==> config.mk <==
export PLATFORM = sky130hd
export DESIGN_NAME = salru_ram
export DESIGN_NICKNAME = d
export VERILOG_FILES = /design/src/design/salru_ram.sv
export SDC_FILE = /design/constraint.sdc
export NUM_CORES = 2
export LEC_CHECK = 0
export ABC_AREA = 1
export BUFFER_PORTS_ARGS = -buffer_cell sky130_fd_sc_hd__buf_4
export CAP_MARGIN = 0
export CORE_ASPECT_RATIO = 0.8
export CORE_UTILIZATION = 55
export CTS_BUF_LIST = sky130_fd_sc_hd__clkbuf_4 sky130_fd_sc_hd__clkbuf_8
export DETAILED_ROUTE_END_ITERATION = 10
export PLACE_DENSITY = 0.75
export SYNTH_ARGS = -nofsm -noshare
export SYNTH_HDL_FRONTEND = slang
export SYNTH_SLANG_ARGS = --single-unit
==> constraint.sdc <==
create_clock -name clk -period 2.01 [get_ports clk]
set_clock_uncertainty 0.1 [all_clocks]
set_input_delay 0.402 -clock clk [delete_from_list [all_inputs] [get_ports clk]]
set_output_delay 0.402 -clock clk [all_outputs]
set_load 0.01 [all_outputs]
==> src/design/salru_ram.sv <==
// Simple dual-port synchronous RAM, one write and one registered read port.
`default_nettype none

module salru_ram #(
    parameter int WIDTH = 8,
    parameter int DEPTH = 256,
    parameter int AW    = 8
) (
    input  wire logic             clk,
    input  wire logic             we,
    input  wire logic [AW-1:0]    waddr,
    input  wire logic [WIDTH-1:0] wdata,
    input  wire logic             re,
    input  wire logic [AW-1:0]    raddr,
    output logic      [WIDTH-1:0] rdata
);

    logic [WIDTH-1:0] mem [DEPTH];

    always_ff @(posedge clk)
    begin
        if (we)
        begin
            mem[waddr] <= wdata;
        end
    end

    always_ff @(posedge clk)
    begin
        if (re)
        begin
            rdata <= mem[raddr];
        end
    end

endmodule

`default_nettype wire

==> metrics.txt <==
Max Cap Viol=0; max incr delay on CP=0.56 ns; Setup crit start kind=flip-flop; most common cell in the netlist=nand2_1; Slew headroom=31.30%; crit-path cells=buf_6; CTS tree=yes; VDD IR-drop max=0.8319 mV; outcome=complete, but fails checks; number of global-route vias before repair=roughly 57k; via count=59.49k; Synth area leaders=edfxtp_1, nand3_1, nand2_1; initial antenna violation count=8; # setup viols final=9; Yosys reg bits=around 2.1k; Placed Area=roughly 92000 sq um; Post-DRT Antenna Nets=0; predominant post-synthesis flop cell=edfxtp_1; worst-path fanout max=1; Final Util=65.13%; Area Growth Syn to Fin=17.29%; WL/cell=23.98 um; met1 Use GR=42.30%; 1st-iter DRT viols=9075; worst setup path category=reg -> out; I/O pin count=35; Lkg Pwr=around 36 nW; pin count of the biggest net entering global routing=80; Synth Instances=7003; final worst path period share=116.1%; met3 Use GR=7.794%; setup ws final=-0.3233 ns; Crit. End Element=primary output; Final Cell Area=approximately 98000 sq um; Top delay family on crit path=flip-flops; mean number of vias per cell=6.036; Die Area=153300 sq um; fill cell count=10.65k; chip height=350.5 um; core area=150300 sq um; fin. max-slew vios=0; die width=between 400 and 500 um; CTS clk-pin slew, worst paths=0.07 ns; Post-synth EDFFs=slightly above 2k; global-route wire length before repair=351200 um; Root Buffer=clkbuf_8; part of the Yosys area used for sequential elements=73.96%; min Tclk post-route=2.333 ns; dominant cell type by area after synthesis=edfxtp_1; slowest cell on the critical path=edfxtp_1; critical path data arrival time=between 1.5 and 2 ns; nets@finish=about 7.7k; clock buffer depth=4; layout cells sized above 1=16.50%; WL final=236400 um; post-CTS setup buffers=0; YS warnings=0; Final Hold Viols=0; GRT Total Usage=approximately 31%; Least-Margin Pin Slew=1.029 ns; Data required, critical path=1.51 ns; Worst Hold Class=in -> reg; mapped cell area=83480 sq um; worst path bufs/invs=1; CTS H-tree depth=5; failing checks=setup timing; TritonCTS Buffers=316; gr ovfl total=0; Port-buffer cells=34; synth cell count leaders=nand2_1, edfxtp_1, nand3_1; dpl hpwl=147900 um; Max Fclk=428.6 MHz; GR Layer Usage met2=46.30%; Synth top area share=73.96%; Total Power=86.72 mW; power per standard cell area=approximately 890 nW/um^2; DRC errors left=0; Initial Utilization=55.53%; Site Rows=about 130; pre-CTS setup slack=-0.9911 ns; RSZ-0062 raised after global routing=true; Distinct cells, synth=13; Clk Latency, worst-skew pair=1.06 ns; RePlAce Congestion=0.9426; Top Usage Layer GRT=met2; first-pass iteration count of the detailed router=8; Avg Inst Size Synth=roughly 12 sq um; Synth Net Count=around 7k; async set-or-reset flop fraction in the synthesized netlist=0%; clock net sink count=2056
## registers in the layout, summed over array words and instances, names as in the netlist
name,flops
mem,2048
rdata,8
## routing by layer
metal  up-vias  part of all wire [%]  wire, um
met3       643                    13     30940
li1      26170                     -         -
met2      4039                    45    106800
met1     28640                    37     88240
met4         2                   4.4     10340
met5         -                 0.053       125
## layout make-up
type | count | area (sq um) | area share (%)
Clock buffer | 420 | 5180 | 5.291
Antenna cell | 8 | 20.02 | 0.02045
Timing Repair Buffer | 798 | 8220 | 8.396
Tap cell | 1999 | 2501 | 2.555
Inverter | 39 | 180.2 | 0.1840
Sequential cell | 2056 | 61740 | 63.06
Clock inverter | 112 | 576.8 | 0.5891
Multi-Input combinational cell | 4425 | 19490 | 19.91
## worst reg2reg max path, delay by kind of cell (launching register included)
kind             cells  cell delay [ns]
AND/OR/NAND/NOR     10             1.36
flip-flops           1             0.36
## kinds of logic after synthesis
kind of cell | after synthesis | synth area share, %
flops | 2056 | 73.96
simple gates | 4425 | 22.92
buf+inv | 522 | 3.116
## final timing paths
kind	from	to	slack [ns]	cells after the start
setup / recovery	rdata[0]	rdata[0]	-0.32	1
hold / removal	waddr[7]	mem[64][0]	0.08	5
setup reg to reg	mem[127][3]	rdata[3]	-0.04	10
hold reg to reg	mem[168][3]	rdata[3]	0.95	10
## metrics by stage
step | cells | TNS [ns] | hold slack [ns]
6_report | 9857 | -1.876 | 0.08264
5_1_grt | 9853 | -2.078 | 0.07458
4_1_cts | 9849 | -2.143 | 0.01648
3_5_place_dp | 9306 | -8.821 | 0.6315
3_3_place_gp | 9306 | -7.398 | 0.6354
2_1_floorplan | 7003 | 0 | 0.4009
## timing repair
item	in CTS	in global routing
gates cloned	0	0
hold endpoints to repair	2011	0
setup endpoints to repair	16	16
hold buffers	11	0
pin swaps	0	5
resized for setup	28	47
## cells in the final DEF (no fill, tap or decap)
| cell type | n |
|---|---|
| nand2_1 | 2118 |
| edfxtp_1 | 2056 |
| nand3_1 | 1971 |
| buf_4 | 601 |
| clkbuf_8 | 324 |
| nor2_1 | 283 |
| buf_12 | 167 |
| clkbuf_4 | 96 |
| clkinv_1 | 82 |
| nand3_2 | 36 |
| inv_1 | 34 |
| clkinv_2 | 19 |
| nand3_4 | 12 |
| dlygate4sd3_1 | 11 |
| buf_8 | 11 |
| diode_2 | 8 |
| buf_6 | 8 |
| clkinvlp_4 | 6 |
| bufinv_16 | 4 |
| nand2_2 | 3 |
| inv_8 | 2 |
| nand2_4 | 2 |
| inv_16 | 1 |
| inv_4 | 1 |
| inv_2 | 1 |
| inv_6 | 1 |
## power by group
part	total, mW	internal (mW)	switching [mW]
clock network	32.9	17.2	15.8
registers	47.3	47.3	0.0555
logic	6.47	2.05	4.42
Note: power is estimated with default switching activity, not from simulation.
