===== src/design/salru_pkg.sv =====
// Shared constants, types and helpers for the set-associative LRU tag store.
`default_nettype none

package salru_pkg;

    // Default sizes
    localparam int DEF_WAYS      = 8;
    localparam int DEF_SET_BITS  = 8;
    localparam int DEF_ADDR_BITS = 48;

    // Evicted address is reported on at most this many low bits
    localparam int EV_BITS = 48;

    // Field widths
    localparam int ACT_W     = 2;
    localparam int CFG_IDX_W = 2;
    localparam int CFG_W     = 4;

    // Action codes
    localparam logic [ACT_W-1:0] ACT_LOOKUP = 2'd0;
    localparam logic [ACT_W-1:0] ACT_TOUCH  = 2'd1;
    localparam logic [ACT_W-1:0] ACT_INSERT = 2'd2;
    localparam logic [ACT_W-1:0] ACT_INVAL  = 2'd3;

    // Register indexes and reset values
    localparam logic [CFG_IDX_W-1:0] CFG_WAYS     = 2'd0;
    localparam logic [CFG_IDX_W-1:0] CFG_SET_BITS = 2'd1;
    localparam logic [CFG_W-1:0]     RST_WAYS     = 4'd8;
    localparam logic [CFG_W-1:0]     RST_SET_BITS = 4'd8;

    // Status of one set update
    typedef struct packed {
        logic hit;
        logic evict;
        logic tag_we;
    } upd_flags_t;

    // Bits needed to number n ways (at least one)
    function automatic int idx_width(input int n);
        return (n > 1) ? $clog2(n) : 1;
    endfunction

endpackage

`default_nettype wire


===== src/design/salru_set_upd.sv =====
// Set update: parallel tag compare, victim pick and recency rank rewrite.
`default_nettype none

module salru_set_upd #(
    parameter int WAYS      = salru_pkg::DEF_WAYS,
    parameter int ADDR_BITS = salru_pkg::DEF_ADDR_BITS,
    parameter int RANK_W    = salru_pkg::idx_width(WAYS)
) (
    input  wire logic [salru_pkg::ACT_W-1:0]         action,
    input  wire logic [ADDR_BITS-1:0]                address,
    input  wire logic [WAYS-1:0]                     in_use,
    input  wire logic [WAYS-1:0]                     valid,
    input  wire logic [WAYS-1:0][RANK_W-1:0]         rank,
    input  wire logic [WAYS-1:0][ADDR_BITS-1:0]      tag,
    output logic      [WAYS-1:0]                     new_valid,
    output logic      [WAYS-1:0][RANK_W-1:0]         new_rank,
    output logic      [WAYS-1:0][ADDR_BITS-1:0]      new_tag,
    output logic      [ADDR_BITS-1:0]                ev_addr,
    output salru_pkg::upd_flags_t                    flags
);

    import salru_pkg::*;

    localparam logic [RANK_W-1:0] RankMax = RANK_W'(WAYS - 1);

    logic [WAYS-1:0]   match;
    logic [WAYS-1:0]   free;
    logic [WAYS-1:0]   is_max;
    logic [RANK_W-1:0] found_way;
    logic [RANK_W-1:0] free_way;
    logic [RANK_W-1:0] victim_way;
    logic [RANK_W-1:0] pway;
    logic [RANK_W-1:0] old_rank;
    logic              found_any;
    logic              free_any;
    logic              do_promote;
    logic              do_fill;
    logic              do_evict;
    logic              do_inval;

    // compares and oldest-way flags, each way independent
    always_comb
    begin
        for (int i = 0; i < WAYS; i++)
        begin
            match[i]  = in_use[i] & valid[i] & (tag[i] == address);
            free[i]   = in_use[i] & ~valid[i];
            is_max[i] = in_use[i];
            for (int j = 0; j < WAYS; j++)
            begin
                if (in_use[j] && (rank[j] > rank[i]))
                begin
                    is_max[i] = 1'b0;
                end
            end
        end
    end

    // lowest-numbered way wins in each group
    always_comb
    begin
        found_way  = '0;
        free_way   = '0;
        victim_way = '0;
        for (int i = WAYS - 1; i >= 0; i--)
        begin
            if (match[i])
            begin
                found_way = RANK_W'(i);
            end
            if (free[i])
            begin
                free_way = RANK_W'(i);
            end
            if (is_max[i])
            begin
                victim_way = RANK_W'(i);
            end
        end
    end

    assign found_any  = |match;
    assign free_any   = |free;
    // insert of a present address behaves as a touch
    assign do_promote = ((action == ACT_TOUCH) || (action == ACT_INSERT)) && found_any;
    assign do_fill    = (action == ACT_INSERT) && !found_any && free_any;
    assign do_evict   = (action == ACT_INSERT) && !found_any && !free_any;
    assign do_inval   = (action == ACT_INVAL) && found_any;
    assign pway       = do_evict ? victim_way : found_way;
    assign old_rank   = rank[pway];

    always_comb
    begin
        new_valid = valid;
        new_rank  = rank;
        new_tag   = tag;
        for (int i = 0; i < WAYS; i++)
        begin
            if (in_use[i])
            begin
                if (do_promote || do_evict)
                begin
                    if (RANK_W'(i) == pway)
                    begin
                        new_rank[i] = '0;
                    end
                    else if (valid[i] && (rank[i] < old_rank) && (rank[i] < RankMax))
                    begin
                        new_rank[i] = rank[i] + 1'b1;
                    end
                end
                if (do_evict && (RANK_W'(i) == pway))
                begin
                    new_tag[i] = address;
                end
                if (do_fill)
                begin
                    if (RANK_W'(i) == free_way)
                    begin
                        new_tag[i]   = address;
                        new_valid[i] = 1'b1;
                        new_rank[i]  = '0;
                    end
                    else if (valid[i] && (rank[i] < RankMax))
                    begin
                        new_rank[i] = rank[i] + 1'b1;
                    end
                end
                if (do_inval)
                begin
                    if (RANK_W'(i) == found_way)
                    begin
                        new_valid[i] = 1'b0;
                        new_rank[i]  = '0;
                    end
                    else if (valid[i] && (rank[i] > old_rank))
                    begin
                        new_rank[i] = rank[i] - 1'b1;
                    end
                end
            end
        end
    end

    assign ev_addr      = do_evict ? tag[victim_way] : '0;
    assign flags.hit    = found_any;
    assign flags.evict  = do_evict;
    assign flags.tag_we = do_fill | do_evict;

endmodule

`default_nettype wire


===== config.mk =====
export PLATFORM = sky130hd
export DESIGN_NAME = salru_set_upd
export DESIGN_NICKNAME = d
export VERILOG_FILES = /design/src/design/salru_pkg.sv /design/src/design/salru_set_upd.sv
export SDC_FILE = /design/constraint.sdc
export NUM_CORES = 1
export LEC_CHECK = 0
export ABC_AREA = 0
export BUFFER_PORTS_ARGS = -buffer_cell sky130_fd_sc_hd__buf_2
export CELL_PAD_IN_SITES_DETAIL_PLACEMENT = 0
export CELL_PAD_IN_SITES_GLOBAL_PLACEMENT = 1
export CORE_AREA = 2 2 365 367
export DETAILED_ROUTE_END_ITERATION = 7
export DIE_AREA = 0 0 367 369
export PLACE_DENSITY = 0.44
export SETUP_SLACK_MARGIN = 0.2
export SYNTH_ARGS = -nofsm -noshare
export SYNTH_HDL_FRONTEND = slang
export SYNTH_SLANG_ARGS = --single-unit
export TNS_END_PERCENT = 20

===== constraint.sdc =====
create_clock -name vclk -period 7.79
set_input_delay 0.3895 -clock vclk [all_inputs]
set_output_delay 0.3895 -clock vclk [all_outputs]
set_load 0.03 [all_outputs]

==> impl_metrics.csv, run 1 <==
group,metric,value,unit
run_status,status,"finished, final reports clean",
cts,cts_resized,0,
sta,tightestPinTransition,1.33,ns
finish,flops_and_latches,0,
setup_path,critPathSlowestCell,"nor4_2",
sta,period_needed,7.32,ns
setup_path,cp-start-kind,"primary input",
finish,final_area,27500,um^2
route,drt-initial-drc-count,3337,
global_routing,grt_max_degree,122,
synthesis,syn_inst,2955,
sta,max_freq,0.137,GHz
setup_path,cp-end-kind,"output pin",
route,viasPerCell,5.35,
cts,holdBufCountCts,0,
setup_path,critPathMaxStageDelay,1.00,ns
sta,setup_viol,0,
sta,tns,0,ns
route,ant_nets,0,
pwr,peakVddDrop,123,uV
global_routing,grt_overflow,0,
finish,layout-drive-gt1-share,38.0,%
pwr,power_density,109,nW/um^2
route,wl_per_cell,41.2,um
worst_hold_path,hold_class,"in -> out",
setup_path,critPathRequiredTime,7.40,ns
synthesis,avgSynthCellArea,6.79,um^2
route,dr.pass1.iters,6,
global_routing,antenna_found_initial,80,
sta,finalCritPeriodShare,94.0,%
die,rows,133,
die,die_h,369,um
global_routing,grt_util_all_layers,32.0,%
setup_path,critPathMaxFanout,17,
global_routing,grt_pass1_vias,28903,
synthesis,mappedNetlistNets,3547,
finish,layout.cells.non_filler,5583,
placement,dpl_cell_area,27400,um^2
synthesis,syn_area,20100,um^2
route,drc,0,
placement,gp_congestion,0.987,
finish,nClkBuffers,0,
setup_path,path_class,"in -> out",
sta,layout_setup_ws,0.467,ns
setup_path,endpoint,"new_rank[18]",
setup_path,path_cells,"buf_2, xnor2_1, nand4_1, nor3_1, nand4_1, o2111ai_1, nor4_2, nand2_2, o31ai_1, o221ai_2, o22ai_4, buf_4, maj3_1, a21oi_1, nor3b_1, a211oi_1, nor3_1, buf_4, buf_2",
route,vias,29881,
pwr,leakage,11.6,nW
setup_path,worstSetupStartpoint,"address[15]",
sta,rsz0062_at_grt,"no",
finish,fin_util,20.9,%
placement,place_inst,5552,
finish,final_nets,4391,
synthesis,synth.largest_area_cell,"mux2_2",
die,initial_core_util,15.3,%
die,die_area,135000,um^2
finish,layout_commonest_cell,"buf_2",
synthesis,yosys_warnings,0,
global_routing,grt_pass1_wl,291000,um
route,routed_wirelength,230000,um
placement,hpwlAfterDp,195000,um
finish,final_cell_mix,"buf_2 (941), nand2_1 (373), mux2_2 (308)",
die,die_w,367,um
sta,hold_violations,0,
setup_path,crit_arrival,6.93,ns
sta,slew_viol_final,0,
flow_run,timing.max_cap.violations,0,
placement,place_ws,0.666,ns
die,ioPinCount,941,
sta,relSlewSlack,11.3,%
finish,syn2layout_area_growth,36.9,%
synthesis,synth_top_area_share,17.3,%
synthesis,ys_top_cells_by_area,"mux2_2 (17%), xnor2_1 (8.8%), ha_1 (7.4%), nand2_1 (7.0%), xor2_1 (6.6%)",
die,coreArea,131000,um^2
synthesis,synth-seq-area-share,0,%
finish,seqCellArea,0,um^2
synthesis,synth_cell_types,91,
placement,numPortBuffers,941,
cts,post_cts.repair.setup_buffers,0,
## stage by stage
stage,hold WS [ns],power [mW]
5_1_grt,1.21,3.08
4_1_cts,1.20,2.92
3_5_place_dp,1.20,2.91
2_1_floorplan,0.989,1.57
6_report,1.20,2.98
3_3_place_gp,1.20,2.93
## worst max-delay path, delay by kind of cell
kind | cells | cell delay, ns
simple gates | 7 | 2.56
compound gates | 6 | 2.11
buf+inv | 4 | 1.19
xor+xnor | 1 | 0.43
fa+ha+maj | 1 | 0.19
## where the power goes
group / leakage [nW] / internal [mW] / total [mW] / switching (mW)
Clock: 0.000196 / 0.000000383 / 0.000000384 / 0
Sequential: 0 / 0 / 0 / 0
Combinational: 11.6 / 0.831 / 2.98 / 2.15
Total: 11.6 / 0.831 / 2.98 / 2.15
## routing by layer
metal	part of all wire, %	vias up	GRT usage [%]
met5	0.037	-	0
met4	6.0	14	16.5
met3	7.5	386	4.70
met2	48	1944	55.3
met1	38	14918	38.3
li1	-	12619	-
## synthesized netlist by cell type, types with 7 or more instances
master / n
o21ai_0: 126
a211o_1: 7
ha_1: 118
or4_1: 30
a211oi_1: 117
nor2b_1: 66
a2111oi_0: 15
and4_1: 12
nand3b_1: 22
and3_1: 20
nor4b_1: 10
nand4_1: 94
a221oi_1: 7
o31ai_1: 8
nand3_1: 73
mux2i_1: 8
nor4_1: 76
a21o_1: 10
a31oi_1: 74
inv_1: 100
a221o_1: 8
or3_1: 10
and2_1: 102
nand2b_1: 23
nand2_1: 376
or2_2: 10
o211ai_1: 17
nor3_1: 44
xor2_1: 151
nand4b_1: 19
clkbuf_1: 173
nor2_1: 163
mux2_2: 308
buf_2: 39
xnor2_1: 201
o22ai_1: 22
a311oi_1: 52
o2111ai_1: 7
buf_1: 20
a21oi_1: 111
## worst min path at each step
stage	from	endpoint	slack, ns	depth (start not counted)
after floorplan	valid[1]	new_valid[1]	0.99	2
after global placement	tag[265]	new_tag[265]	1.20	4
after detailed placement	tag[265]	new_tag[265]	1.20	4
after CTS	tag[265]	new_tag[265]	1.20	4
after global routing	tag[265]	new_tag[265]	1.21	4
final	tag[265]	new_tag[265]	1.20	4
## logic make-up (layout without fill, tap and decap cells)
group,after synthesis,count (layout),share of synthesized area (%)
and+or+nand+nor,1185,1185,30.9
adders and majority gates,125,125,7.74
other,0,31,0
AOI/OAI and AO/OA,636,636,21.5
xor gates and xnor gates,352,352,15.4
buffers and inverters,341,1183,6.78
muxes,316,316,17.7
## layout make-up
class                           instances  area [um^2]
Fill cell                           15400       104000
Multi-Input combinational cell       2614        18900
Timing Repair Buffer                 1079         5930
Tap cell                             1755         2200
Inverter                              104          395
Antenna cell                           31         77.6
Note: power is estimated with default switching activity, not from simulation.
==> run 2: changes to the inputs <==
==> constraint.sdc (replaced) <==
create_clock -name vclk -period 7.2
set_input_delay 0.36 -clock vclk [all_inputs]
set_output_delay 0.36 -clock vclk [all_outputs]
set_load 0.03 [all_outputs]
==> run 2 against run 1 <==
  * Via count up 0.77%
  * Combinational power up 10%
  * Critical endpoint is now new_rank[10]
  * Largest cell class unchanged
  * Cell area up 3.1%
  * Core utilization up 0.64 points
  * Largest power group unchanged
  * First-iteration DRC count up 0.42%
  * Die area unchanged
==> impl_metrics.csv, run 2 (same netlist as run 1, synthesis figures left out) <==
group,metric,value,unit
pwr,comb_power_share,100.0,%
run_status,status,"finished, final reports clean",
pwr,p_sw_share,71.1,%
pwr,p_int,950,uW
setup_path,critPathMaxStageDelay,0.61,ns
worst_hold_path,whs_path_depth,3,
setup_path,path_buf_inv,6,
placement,gp_congestion,1.01,
cts,post_cts.repair.setup_buffers,0,
route,routed_wirelength,231000,um
setup_path,worstSetupStartpoint,"address[12]",
worst_hold_path,min_to,"new_tag[238]",
finish,layout_commonest_cell,"buf_2",
sta,max_freq,0.148,GHz
setup_path,crit_family,"compound AO/OA/AOI/OAI gates",
pwr,power_density,116,nW/um^2
cts,holdBufCountCts,0,
worst_hold_path,hold_class,"in -> out",
setup_path,critPathRequiredTime,6.84,ns
die,die_w,367,um
global_routing,grt_max_degree,188,
route,dr.pass1.iters,6,
pwr,finalPower,3.29,mW
cts,cts_resized,0,
finish,nClkBuffers,0,
setup_path,path_cells,"buf_2, inv_1, o22ai_1, or4_1, or3_1, or4_1, o211ai_1, o21ai_1, buf_12, buf_4, a31oi_1, o221ai_2, o22ai_4, buf_4, xnor2_1, o211ai_1, o21ai_0, a311oi_1, or4_1, buf_2",
die,rows,133,
finish,flops_and_latches,0,
sta,hold_violations,0,
setup_path,cp-end-kind,"output pin",
finish,layout-drive-gt1-share,39.5,%
die,die_area,135000,um^2
route,ant_nets,0,
setup_path,crit_top_cell,"or4_1",
finish,nFillCells,15356,
finish,final_nets,4493,
sta,slew_viol_final,0,
die,die_h,369,um
route,vias,30111,
finish,syn2layout_area_growth,41.1,%
finish,fin_util,21.6,%
pwr,p_clk_share,0,%
route,viasPerCell,5.29,
pwr,peakVddDrop,153,uV
placement,place_inst,5654,
global_routing,antenna_found_initial,90,
sta,finalCritPeriodShare,93.9,%
sta,tns,0,ns
finish,seqCellArea,0,um^2
global_routing,grt_util_all_layers,32.2,%
setup_path,critPathMaxFanout,19,
sta,rsz0062_at_grt,"no",
setup_path,crit_arrival,6.40,ns
die,coreArea,131000,um^2
global_routing,grt_pass1_wl,293000,um
global_routing,grt_pass1_vias,29153,
worst_hold_path,worst_hold_startpoint,"tag[238]",
die,ioPinCount,941,
flow_run,timing.max_cap.violations,0,
placement,hpwlAfterDp,197000,um
finish,final_area,28300,um^2
route,drt-initial-drc-count,3351,
setup_path,critPathSlowestCell,"o211ai_1",
setup_path,cp-start-kind,"primary input",
finish,layout.cells.non_filler,5687,
sta,relSlewSlack,26.7,%
pwr,leakage,12.1,nW
pwr,switching_power,2.34,mW
sta,tightestPinTransition,1.09,ns
placement,dpl_cell_area,28200,um^2
setup_path,path_class,"in -> out",
placement,numPortBuffers,941,
pwr,p_seq_share,0,%
route,wl_per_cell,40.6,um
finish,final_cell_mix,"buf_2 (941), nand2_1 (373), mux2_2 (308)",
die,initial_core_util,15.3,%
sta,setup_viol,0,
sta,period_needed,6.76,ns
global_routing,grt_overflow,0,
route,drc,0,
## run 2: power groups by stage
stage	Sequential (mW)	Clock (mW)	Combinational, mW
floorplan	0	0	1.70
global placement	0	0	3.22
detailed placement	0	0	3.21
CTS	0	0	3.22
global route	0	0.000000340	3.39
finish	0	0.000000550	3.29
## run 2: layer usage
metal / part of all wire, % / routed length (um) / track usage [%] / vias up
met5: 0.029 / 66 / 0 / -
met4: 6.9 / 15900 / 18.8 / 10
met3: 6.4 / 14700 / 4.47 / 421
met2: 47 / 109000 / 54.6 / 1846
met1: 40 / 91200 / 38.6 / 15013
li1: - / - / - / 12821
## run 2: final cells by class
cell class,instances,area (um^2),share of cell area (%)
Antenna cell,33,82.6,0.292
Inverter,104,395,1.40
Multi-Input combinational cell,2614,18800,66.6
Tap cell,1755,2200,7.76
Timing Repair Buffer,1181,6770,23.9
## run 2: tightest hold or removal path, cell delays in order
cell and delay (ns):
buf_2 0.11, mux2_2 0.14, buf_2 0.19
## run 2: through the flow
stage,hold slack [ns],setup slack (ns)
after global placement,1.14,0.542
after global routing,1.16,0.250
final,1.15,0.437
after floorplan,0.930,1.25
after detailed placement,1.14,0.511
after CTS,1.14,0.522
## run 2: how the worst max path moves through the flow
stage | to | slack (ns) | cells past startpoint
2_1_floorplan | new_rank[4] | 1.25 | 19
3_3_place_gp | new_rank[11] | 0.54 | 21
3_5_place_dp | new_rank[11] | 0.51 | 21
4_1_cts | new_rank[11] | 0.52 | 21
5_1_grt | new_rank[11] | 0.25 | 21
6_report | new_rank[10] | 0.44 | 20
==> run 3: changes to the inputs <==
--- a/config.mk
+++ b/config.mk
@@ -9,10 +9,11 @@
 export BUFFER_PORTS_ARGS = -buffer_cell sky130_fd_sc_hd__buf_2
 export CELL_PAD_IN_SITES_DETAIL_PLACEMENT = 0
 export CELL_PAD_IN_SITES_GLOBAL_PLACEMENT = 1
-export CORE_AREA = 2 2 365 367
+export CORE_AREA = 2 2 361 363
 export DETAILED_ROUTE_END_ITERATION = 7
-export DIE_AREA = 0 0 367 369
-export PLACE_DENSITY = 0.44
+export DIE_AREA = 0 0 363 365
+export GPL_ROUTABILITY_DRIVEN = 0
+export PLACE_DENSITY = 0.45
 export SETUP_SLACK_MARGIN = 0.2
 export SYNTH_ARGS = -nofsm -noshare
 export SYNTH_HDL_FRONTEND = slang
==> run 3 against run 2 <==
  * Final cell count down 2.7%
  * Via count down 1.8%
  * Combinational power down 3%
==> impl_metrics.csv, run 3 (same netlist as run 1, synthesis figures left out) <==
group,metric,value,unit
run_status,status,"finished, final reports clean",
finish,final_cell_mix,"buf_2 (941), nand2_1 (373), mux2_2 (308)",
worst_hold_path,whs_path_depth,4,
pwr,leakage,11.7,nW
pwr,comb_power_share,100.0,%
global_routing,grt_pass1_vias,28365,
pwr,p_seq_share,0,%
placement,place_inst,5489,
global_routing,antenna_found_initial,84,
setup_path,path_class,"in -> out",
pwr,power_density,116,nW/um^2
global_routing,grt_pass1_wl,279000,um
sta,finalCritPeriodShare,94.3,%
sta,hold_violations,0,
pwr,p_sw_share,71.4,%
sta,tightestPinTransition,1.25,ns
sta,relSlewSlack,16.1,%
route,vias,29561,
finish,layout_commonest_cell,"buf_2",
die,coreArea,129000,um^2
global_routing,grt_overflow,0,
die,die_area,132000,um^2
setup_path,critPathMaxFanout,13,
placement,hpwlAfterDp,187000,um
global_routing,grt_max_degree,193,
finish,flops_and_latches,0,
global_routing,grt_util_all_layers,31.5,%
finish,layout.cells.non_filler,5536,
cts,holdBufCountCts,0,
sta,period_needed,6.79,ns
die,initial_core_util,15.6,%
sta,max_freq,0.147,GHz
route,ant_nets,0,
die,die_w,363,um
route,viasPerCell,5.34,
pwr,p_int,916,uW
die,rows,132,
route,drt-initial-drc-count,2890,
flow_run,timing.max_cap.violations,0,
setup_path,critPathRequiredTime,6.84,ns
setup_path,cp-end-kind,"output pin",
route,drc,0,
die,ioPinCount,941,
worst_hold_path,hold_class,"in -> out",
placement,numPortBuffers,941,
route,routed_wirelength,221000,um
setup_path,crit_arrival,6.43,ns
sta,tns,0,ns
placement,dpl_cell_area,27300,um^2
die,die_h,365,um
sta,setup_viol,0,
sta,rsz0062_at_grt,"yes",
finish,final_area,27500,um^2
sta,slew_viol_final,0,
route,dr.pass1.iters,6,
finish,layout-drive-gt1-share,38.4,%
finish,nClkBuffers,0,
pwr,switching_power,2.29,mW
pwr,peakVddDrop,159,uV
setup_path,cp-start-kind,"primary input",
finish,seqCellArea,0,um^2
route,wl_per_cell,40.0,um
finish,syn2layout_area_growth,37.3,%
pwr,p_clk_share,0,%
finish,final_nets,4416,
-- run 3: layout make-up --
cell class	count	area (um^2)
multi-input combinational	2614	18900
timing repair buffer	1104	6070
antenna	39	97.6
tap	1675	2100
fill	14926	101000
inverter	104	399
-- run 3: what timing repair did --
action / in CTS / in global routing
endpoints found under the setup margin: 2 / 13
gates resized for setup: 1 / 6
pin swaps: 0 / 1
setup buffers: 0 / 8
-- run 3: worst paths after layout --
| path | from | end |
|---|---|---|
| setup / recovery | address[11] | new_rank[14] |
| hold / removal | tag[243] | new_tag[243] |
-- run 3: metal layers --
metal  track usage [%]  vias to the layer above  wire length, um
li1                  -                    12650                -
met1              37.4                    14664            86100
met2              53.5                     1825           105000
met3              5.66                      410            16300
met4              17.4                       12            14300
met5                 0                        -               76
-- run 3: stage by stage --
stage	total power, mW	utilization, %	hold slack, ns	worst slack, ns
global route	3.32	21.4	1.17	0.137
CTS	3.13	21.2	1.14	0.389
detailed placement	3.12	21.2	1.14	0.142
finish	3.20	21.4	1.15	0.410
floorplan	1.70	-	0.930	1.25
global placement	3.13	21.2	1.14	0.110
-- run 3: power groups by stage --
| stage | Clock (mW) | Sequential, mW | Combinational [mW] |
|---|---|---|---|
| 2_1_floorplan | 0 | 0 | 1.70 |
| 3_3_place_gp | 0 | 0 | 3.13 |
| 5_1_grt | 0.000000376 | 0 | 3.32 |
| 3_5_place_dp | 0 | 0 | 3.12 |
| 6_report | 0.000000638 | 0 | 3.20 |
| 4_1_cts | 0 | 0 | 3.13 |
-- run 3: worst max-delay path: stages --
cell	delay, ns
buf_2	0.25
xnor2_1	0.79
nand4_1	0.18
nor4_1	0.58
and4_1	0.41
o221ai_1	0.28
a311o_2	0.63
o31a_2	0.27
a211oi_1	0.25
a31oi_1	0.07
mux2i_1	0.27
buf_4	0.21
ha_1	0.26
nand2_1	0.09
nor2_1	0.04
mux2i_1	0.29
nand3_1	0.16
a2111oi_0	0.47
a21oi_1	0.07
o21ai_0	0.17
buf_2	0.27
